===== src/rtl/core/dqd_pkg.sv =====
// ----------------------------------------------------------------------------
// dqd_pkg
// shared constants and command codes for the dual quadrature decoder
// ----------------------------------------------------------------------------
package dqd_pkg;

    localparam int COUNT_BITS = 16;
    localparam int OUT_BITS   = 16;
    localparam int PIN_BITS   = 4;
    localparam int CMD_BITS   = 2;

    typedef logic [COUNT_BITS-1:0] count_t;
    typedef logic [OUT_BITS-1:0]   out_t;
    typedef logic [PIN_BITS-1:0]   pins_t;

    typedef enum logic [CMD_BITS-1:0] {
        CMD_INIT         = 2'd0,
        CMD_PIN_EVENT    = 2'd1,
        CMD_REPORT_LEFT  = 2'd2,
        CMD_REPORT_RIGHT = 2'd3
    } cmd_t;

    // pin positions inside pin_levels
    localparam int PIN_LEFT_A  = 0;
    localparam int PIN_LEFT_B  = 1;
    localparam int PIN_RIGHT_A = 2;
    localparam int PIN_RIGHT_B = 3;

endpackage


===== src/rtl/core/dual_quadrature_decoder_core.sv =====
// ----------------------------------------------------------------------------
// dual_quadrature_decoder_core
// the result word of an accepted input word is registered and shown in the next cycle
// throughput: one word per cycle while m_tready is high, set by the single state update per word
// the output register frees in the same cycle that its word is taken
// reset: synchronous active-low aresetn clears pin copy, counts and
// accumulators and empties the output register
// ----------------------------------------------------------------------------
// 4x decoding of two quadrature encoders with per-side change accumulators
// ----------------------------------------------------------------------------
module dual_quadrature_decoder_core
    import dqd_pkg::*;
(
    input  logic        aclk,
    input  logic        aresetn,
    input  logic        s_tvalid,
    output logic        s_tready,
    input  logic [7:0]  s_tdata,   // [3:0] pin_levels, [7:4] zero
    input  logic [1:0]  s_tuser,   // [1:0] command
    output logic        m_tvalid,
    input  logic        m_tready,
    output logic [47:0] m_tdata    // [15:0] left_position, [31:16] right_position,
                                   // [47:32] reported_change
);

    pins_t  pin_copy_reg, pin_copy_next;
    count_t left_count_reg, left_count_next;
    count_t right_count_reg, right_count_next;
    count_t left_pending_reg, left_pending_next;
    count_t right_pending_reg, right_pending_next;
    out_t   rep_reg, rep_next;
    logic   m_valid_reg;

    cmd_t   cmd;
    pins_t  pins;
    pins_t  diff;
    logic   accept;
    count_t step_left;
    count_t step_right;
    logic   left_move;
    logic   right_move;

    assign cmd      = cmd_t'(s_tuser);
    assign pins     = s_tdata[PIN_BITS-1:0];
    assign s_tready = !m_valid_reg || m_tready;
    assign accept   = s_tvalid && s_tready;
    assign diff     = pins ^ pin_copy_reg;

    always_comb begin
        pins_t  nc;
        logic   up;
        nc         = pin_copy_reg;
        up         = 1'b0;
        left_move  = 1'b0;
        right_move = 1'b0;
        priority if (diff[PIN_LEFT_A]) begin
            nc[PIN_LEFT_A] = ~pin_copy_reg[PIN_LEFT_A];
            up             = nc[PIN_LEFT_A] != nc[PIN_LEFT_B];
            left_move      = 1'b1;
        end else if (diff[PIN_LEFT_B]) begin
            nc[PIN_LEFT_B] = ~pin_copy_reg[PIN_LEFT_B];
            up             = nc[PIN_LEFT_A] == nc[PIN_LEFT_B];
            left_move      = 1'b1;
        end else if (diff[PIN_RIGHT_A]) begin
            nc[PIN_RIGHT_A] = ~pin_copy_reg[PIN_RIGHT_A];
            up              = nc[PIN_RIGHT_A] != nc[PIN_RIGHT_B];
            right_move      = 1'b1;
        end else if (diff[PIN_RIGHT_B]) begin
            nc[PIN_RIGHT_B] = ~pin_copy_reg[PIN_RIGHT_B];
            up              = nc[PIN_RIGHT_A] == nc[PIN_RIGHT_B];
            right_move      = 1'b1;
        end else begin
            nc = pin_copy_reg;
        end
        // +1, -1 or 0 in count width
        step_left  = left_move  ? (up ? count_t'(1) : '1) : '0;
        step_right = right_move ? (up ? count_t'(1) : '1) : '0;

        pin_copy_next      = pin_copy_reg;
        left_count_next    = left_count_reg;
        right_count_next   = right_count_reg;
        left_pending_next  = left_pending_reg;
        right_pending_next = right_pending_reg;
        rep_next           = '0;
        unique case (cmd)
            CMD_INIT: begin
                pin_copy_next    = pins;
                left_count_next  = '0;
                right_count_next = '0;
            end
            CMD_PIN_EVENT: begin
                pin_copy_next      = nc;
                left_count_next    = left_count_reg + step_left;
                right_count_next   = right_count_reg + step_right;
                left_pending_next  = left_pending_reg + step_left;
                right_pending_next = right_pending_reg + step_right;
            end
            CMD_REPORT_LEFT: begin
                rep_next          = OUT_BITS'(count_t'(-left_pending_reg));
                left_pending_next = '0;
            end
            CMD_REPORT_RIGHT: begin
                rep_next           = OUT_BITS'(count_t'(-right_pending_reg));
                right_pending_next = '0;
            end
            default: begin
                rep_next = '0;
            end
        endcase
    end

    always_ff @(posedge aclk) begin
        if (!aresetn) begin
            pin_copy_reg      <= '0;
            left_count_reg    <= '0;
            right_count_reg   <= '0;
            left_pending_reg  <= '0;
            right_pending_reg <= '0;
            m_valid_reg       <= 1'b0;
        end else begin
            if (accept) begin
                pin_copy_reg      <= pin_copy_next;
                left_count_reg    <= left_count_next;
                right_count_reg   <= right_count_next;
                left_pending_reg  <= left_pending_next;
                right_pending_reg <= right_pending_next;
                m_valid_reg       <= 1'b1;
            end else if (m_tready) begin
                m_valid_reg <= 1'b0;
            end
        end
    end

    always_ff @(posedge aclk) begin
        if (accept) begin
            rep_reg <= rep_next;
        end
    end

    assign m_tvalid = m_valid_reg;
    assign m_tdata  = {rep_reg, OUT_BITS'(right_count_reg), OUT_BITS'(left_count_reg)};

    // report clears its side
    a_report_left_clears: assert property (@(posedge aclk) disable iff (!aresetn)
        accept && cmd == CMD_REPORT_LEFT |=> left_pending_reg == '0)
        else $error("left accumulator not cleared by report");

    a_report_right_clears: assert property (@(posedge aclk) disable iff (!aresetn)
        accept && cmd == CMD_REPORT_RIGHT |=> right_pending_reg == '0)
        else $error("right accumulator not cleared by report");

    // initialize captures pins and zeroes positions
    a_init_state: assert property (@(posedge aclk) disable iff (!aresetn)
        accept && cmd == CMD_INIT |=> left_count_reg == '0 && right_count_reg == '0
            && pin_copy_reg == $past(pins))
        else $error("initialize did not set state");

    // at most one pin taken per event
    a_one_pin: assert property (@(posedge aclk) disable iff (!aresetn)
        accept && cmd == CMD_PIN_EVENT |=>
            $countones(pin_copy_reg ^ $past(pin_copy_reg)) <= 1)
        else $error("more than one pin taken in one event");

    // non-report words carry zero change
    a_zero_change: assert property (@(posedge aclk) disable iff (!aresetn)
        accept && (cmd == CMD_INIT || cmd == CMD_PIN_EVENT) |=> m_tdata[47:32] == '0)
        else $error("nonzero change on non-report word");

endmodule

===== config.mk =====
export PLATFORM = sky130hd
export DESIGN_NAME = dual_quadrature_decoder_core
export DESIGN_NICKNAME = d
export VERILOG_FILES = /design/src/rtl/core/dqd_pkg.sv /design/src/rtl/core/dual_quadrature_decoder_core.sv
export SDC_FILE = /design/constraint.sdc
export NUM_CORES = 1
export LEC_CHECK = 0
export ABC_AREA = 1
export BUFFER_PORTS_ARGS = -buffer_cell sky130_fd_sc_hd__buf_2
export CAP_MARGIN = 20
export CORE_AREA = 2 2 148 135
export CTS_CLUSTER_SIZE = 30
export DETAILED_ROUTE_END_ITERATION = 12
export DIE_AREA = 0 0 150 137
export PLACE_DENSITY_LB_ADDON = 0.25
export SETUP_SLACK_MARGIN = 0.02
export SLEW_MARGIN = 20
export SYNTH_ARGS = -nofsm -noshare
export SYNTH_HDL_FRONTEND = slang
export SYNTH_SLANG_ARGS = --single-unit

===== constraint.sdc =====
create_clock -name aclk -period 2.22 [get_ports aclk]
set_input_delay 0.111 -clock aclk [delete_from_list [all_inputs] [get_ports aclk]]
set_output_delay 0.111 -clock aclk [all_outputs]
set_load 0.02 [all_outputs]

==> impl_metrics.csv, run 1 <==
group,metric,value,unit
worst_setup_path,reg2reg_setup_slack,-200,ps
sta,rsz0062_at_grt,"true",
sta,worst_slack,-200,ps
worst_setup_path,critPathKind,"reg -> reg",
sta,clock_skew,7.41,ps
place,placed_cells,1600,
final_layout,final_cells,1665,
clock_network,numCtsBuffers,9,
final_layout,nets,1446,
clock_network,clock_latency,360,ps
run_status,violations,"negative setup slack",
final_layout,most-common-layout-cells,"nand2_1 (286), inv_1 (137), buf_4 (105)",
floorplan,rows,48,
final_layout,final_common_cell,"nand2_1",
floorplan,dieArea,20600,µm²
global_route,overflow,0,
routing,via_per_inst,5.24,
run_status,status,"finished, violations left",
power_and_ir_drop,cellPowerDensity,557,nW/µm²
worst_setup_path,cp_data_required_time,2460,ps
clock_network,cts_num_sinks,85,
synth,synth_top_area_frac,0.201,
worst_setup_path,cp-end-kind,"flop",
synth,synth_edf_count,16,
sta,finalCriticalPeriod,2420,ps
clock_network,clockRootBuffer,"clkbuf_16",
synth,synth_fp_nets,1282,
clock_network,cts_tree,"yes",
synth,synth_area_per_cell,5.99,µm²
power_and_ir_drop,power,6.00,mW
place,postPlaceCellArea,8730,µm²
final_layout,area_growth,44.4,%
clock_network,clkTransAtPathRegs,70,ps
synth,yosysTopAreaCell,"nand2_1",
sta,finalSetupViolations,43,
synth,ys_async_sr_fraction,0,
sta,timing.final.crit_share,1.09,
synth,ys_ff_latch,85,
synth,syn_area,7470,µm²
power_and_ir_drop,peakVddDrop,0.000387,V
synth,ys_seq_area_frac,0.249,
global_route,gr-usage-all-layers,0.223,
final_layout,antenna_cells,0,
sta,relSlewSlack,0.511,
global_route,grt_pass1_vias,7689,
run,cap_violations,0,
floorplan,fp.dieW,150,µm
floorplan,core,19000,µm²
worst_setup_path,cp_max_fo,4,
clock_network,cts_hold_buf,0,
sta,slew_viol_final,0,
synth,postSynthCellCount,1246,
floorplan,dieHeight,137,µm
floorplan,boundaryPins,64,
clock_network,clock_path_buffers,2,
final_layout,post-route-util,0.568,
routing,drtIter0Drc,662,
sta,worstMarginPinSlew,724,ps
place,io_buffers,59,
synth,ys_types,46,
routing,postRouteAntennaNets,0,
final_layout,fin_area,10800,µm²
routing,dr.pass1.iters,5,
synth,synth_warnings,0,
synth,synth_area_leaders,"nand2_1 (20%), dfxtp_1 (18%), inv_1 (7.9%), nand3_1 (7.4%), a21oi_1 (6.9%)",
global_route,antenna_found_initial,0,
place,dpl.hpwl,16100,µm
place,gp_congestion,0.897,
sta,hold_viol,0,
power_and_ir_drop,leakage,5.03,nW
clock_network,h-tree-depth,3,
global_route,grt_start_max_net_pins,58,
synth,synthFlopType,"dfxtp_1",
routing,post-route-drc-count,0,
routing,routed_wl,24800,µm
worst_setup_path,arrival,2660,ps
floorplan,initial_core_util,0.394,
hold_path,hold_class,"in -> reg",
sta,clock.fmax,413,MHz
worst_setup_path,startpoint_type,"flop",
routing,wire_per_inst,14.9,µm
routing,vias,8728,
final_layout,drive_above_1_share,0.361,
global_route,grt_pass1_wl,37400,µm
-- cell families (layout without fill, tap and decap cells) --
kind of cell,count (synthesis),after routing,synth area share
AO/OA/AOI/OAI,207,207,0.168
XOR/XNOR,36,36,0.0432
flip-flops,85,85,0.249
adder cells (fa/ha/maj),22,22,0.0369
AND/OR/NAND/NOR,688,689,0.385
buffers and inverters,208,376,0.117
-- cell type report --
type	count	area, µm²
Clock buffer	11	233
Clock inverter	5	52.6
Fill cell	1756	8190
Inverter	161	614
Multi-Input combinational cell	954	6060
Sequential cell	85	1870
Tap cell	250	313
Timing Repair Buffer	199	1640
-- stage by stage --
step                      hold slack (ps)  TNS [ps]  worst slack (ps)
after floorplan                       239     -13.7             -13.7
after global placement                392     -1030              -113
after detailed placement              397     -2590              -182
after CTS                            20.0     -2170              -115
after global routing                 24.0    -11100              -324
final                                22.2     -4520              -200
-- power breakdown --
part	internal [mW]	switching, mW	total (mW)
combinational	1.15	1.54	2.69
sequential	1.66	0.0916	1.75
clock	0.869	0.687	1.56
-- final timing paths --
| path | start | cells after the start | end |
|---|---|---|---|
| worst min-delay path | aresetn | 3 | pin_copy_reg[2] |
| worst max register to register | pin_copy_reg[0] | 20 | right_count_reg[6] |
| worst max-delay path | pin_copy_reg[0] | 20 | right_count_reg[6] |
| worst min register to register | left_count_reg[0] | 2 | left_count_reg[0] |
-- repair_timing --
action	CTS	global route
pin swaps	18	99
endpoints found under the setup margin	45	60
gates resized for setup	42	297
cloned	1	5
setup buffers	11	34
-- per-layer routing --
metal,global-route usage,wire length [µm],up-vias
met5,0,0,-
met4,0.0592,639,0
met3,0.0290,1080,51
met2,0.377,12000,255
met1,0.299,11000,4052
li1,-,-,4370
-- critical path, stage by stage (launching register included) --
cell and delay [ps]:
dfxtp_4 370, xnor2_4 160, buf_6 120, nand2_4 50
a31oi_4 200, buf_6 140, nand2_4 90, nand2_4 100
nand2_2 60, inv_2 60, ha_4 110, inv_2 30
nand2_2 80, nand3_2 80, nor2_2 110, nand2_1 60
nand2_2 120, buf_6 110, a21oi_1 50, o21ai_1 100
a21oi_1 80
-- cells in the mapped netlist, types with 5 or more instances --
master,count
o31ai_1,8
edfxtp_1,16
nand2_1,400
dfxtp_1,69
ha_1,22
xor2_1,26
xnor2_1,9
buf_2,8
o41ai_1,21
nand2_2,14
inv_1,158
nand3_1,111
a21oi_1,103
nand3b_1,10
clkbuf_1,25
o22ai_1,5
buf_6,6
o21ai_0,42
nor2_1,130
buf_4,7
o21bai_1,6
nand4_1,8
Power figures use the tool's default switching activity.
==> run 2, diff against run 1 <==
- GPL_TIMING_DRIVEN: not set -> 1
- clock period: 2.22 -> 2 ns (I/O delays scaled with it)
==> run 2 against run 1 <==
  * Largest power group unchanged
  * Utilization is 1.1 points lower
  * The run still ends with negative setup slack left
  * Sequential power is 11% higher
  * Via count is 0.26% lower
  * Worst setup slack worse by 180 ps
  * Largest cell class unchanged
  * Final area is 1.9% lower
  * Clock power is 29% higher
  * Register-to-register slack worse by 180 ps
  * Non-clock buffer count is 51 higher
  * Worst hold slack better by 4.7 ps
  * Highest routed layer unchanged
  * Critical path type unchanged
==> impl_metrics.csv, run 2 (synthesis results as in run 1) <==
group,metric,value,unit
power_and_ir_drop,power,6.90,mW
power_and_ir_drop,cellPowerDensity,652,nW/µm²
sta,clock.fmax,421,MHz
floorplan,dieHeight,137,µm
clock_network,clock_latency,360,ps
sta,finalSetupTns,-14370,ps
worst_setup_path,critPathKind,"reg -> reg",
final_layout,final_common_cell,"nand2_1",
routing,dr.pass1.iters,5,
floorplan,fp.dieW,150,µm
sta,hold_viol,0,
routing,postRouteAntennaNets,0,
worst_setup_path,reg2reg_setup_slack,-380,ps
worst_setup_path,arrival,2670,ps
floorplan,initial_core_util,0.394,
sta,clock_skew,7.29,ps
clock_network,clockRootBuffer,"clkbuf_16",
global_route,grt_pass1_wl,38300,µm
routing,drtIter0Drc,640,
global_route,grt_pass1_vias,7994,
final_layout,area_growth,41.6,%
sta,timing.final.crit_share,1.19,
worst_setup_path,endpoint,"right_count_reg[10]",
worst_setup_path,reg2reg_depth,19,
routing,post-route-drc-count,0,
clock_network,cts_num_sinks,85,
final_layout,final_cells,1715,
clock_network,cts_tree,"yes",
place,gp_congestion,0.904,
run_status,violations,"negative setup slack",
floorplan,dieArea,20600,µm²
clock_network,h-tree-depth,3,
clock_network,numCtsBuffers,9,
sta,finalCriticalPeriod,2380,ps
worst_setup_path,cp_data_required_time,2300,ps
floorplan,boundaryPins,64,
routing,via_per_inst,5.08,
worst_setup_path,r2r-end,"right_count_reg[10]",
power_and_ir_drop,leakage,5.07,nW
run_status,status,"finished, violations left",
worst_setup_path,r2r-start,"pin_copy_reg[1]",
clock_network,clock_path_buffers,2,
place,placed_cells,1670,
sta,slew_viol_final,0,
sta,relSlewSlack,0.619,
routing,routed_wl,23700,µm
power_and_ir_drop,peakVddDrop,0.000453,V
sta,worstMarginPinSlew,563,ps
clock_network,clkTransAtPathRegs,70,ps
worst_setup_path,cp_max_fo,7,
final_layout,antenna_cells,0,
worst_setup_path,cp-end-kind,"flop",
final_layout,drive_above_1_share,0.334,
place,io_buffers,59,
floorplan,rows,48,
worst_setup_path,cp-startpoint,"pin_copy_reg[1]",
routing,vias,8705,
sta,rsz0062_at_grt,"true",
sta,worst_slack,-377,ps
run,cap_violations,0,
routing,wire_per_inst,13.8,µm
global_route,overflow,0,
final_layout,most-common-layout-cells,"nand2_1 (342), buf_4 (175), inv_1 (135)",
final_layout,nets,1496,
global_route,gr-usage-all-layers,0.229,
sta,finalSetupViolations,56,
hold_path,hold_class,"in -> reg",
worst_setup_path,startpoint_type,"flop",
floorplan,core,19000,µm²
global_route,grt_start_max_net_pins,35,
global_route,antenna_found_initial,0,
place,dpl.hpwl,16900,µm
run 2: per-stage QoR:
stage / area [µm²] / hold WS (ps) / util / setup WS [ps]
CTS: 10100 / 11.4 / 0.531 / -336
global placement: 9400 / 384 / 0.496 / -287
floorplan: 7800 / 228 / - / -233
global route: 10600 / 45.5 / 0.557 / -571
detailed placement: 9400 / 390 / 0.496 / -358
finish: 10600 / 26.9 / 0.557 / -377
run 2: critical path, cell delays in order, from the launching register on:
cell and delay [ps]:
dfxtp_4 380, inv_2 30, nand2_1 60, nand2_2 80, inv_2 60, nand2_2 70
a31oi_4 260, buf_6 170, ha_2 190, ha_2 170, inv_2 40, nand2_2 70
nand3_2 70, nor2_1 110, nand2_1 70, nand2_2 120, nand2_2 60, nand3_1 70
nand3_1 100, a21oi_2 140
run 2: what timing repair did:
| item | 4_1_cts | 5_1_grt |
|---|---|---|
| hold buffers | 0 | 0 |
| gates cloned | 0 | 1 |
| endpoints found under the setup margin | 59 | 62 |
| pin swaps | 12 | 53 |
| gates resized for setup | 64 | 110 |
| buffers inserted | 14 | 14 |
run 2: worst min path at each step:
| stage | startpoint | slack [ps] | to | depth (start not counted) |
|---|---|---|---|---|
| floorplan | aresetn | 230 | pin_copy_reg[0] | 2 |
| global placement | s_tdata[2] | 380 | pin_copy_reg[2] | 3 |
| detailed placement | s_tdata[2] | 390 | pin_copy_reg[2] | 3 |
| CTS | s_tdata[2] | 10 | pin_copy_reg[2] | 3 |
| global route | aresetn | 50 | pin_copy_reg[2] | 3 |
| finish | aresetn | 30 | pin_copy_reg[2] | 3 |
run 2: where the power goes:
part | total (mW) | switching, mW | internal (mW)
logic | 2.94 | 1.62 | 1.32
clock network | 2.02 | 0.764 | 1.26
registers | 1.94 | 0.0934 | 1.84
total | 6.90 | 2.48 | 4.42
run 2: area by class of cell:
class                           instances  area (µm²)
Timing Repair Buffer                  250        1870
Sequential cell                        85        1880
Tap cell                              250         313
Clock buffer                           12         246
Multi-Input combinational cell        953        5550
Fill cell                            1877        8400
Clock inverter                          4        96.3
Inverter                              161         616
run 2: metal layers:
layer | GRT usage | vias up | wire length, µm | share of wire
met2 | 0.383 | 161 | 11200 | 0.47
met1 | 0.314 | 4047 | 11400 | 0.48
met5 | 0 | - | 0 | 0
met3 | 0.0293 | 22 | 827 | 0.035
met4 | 0.0535 | 0 | 259 | 0.011
li1 | - | 4475 | - | -
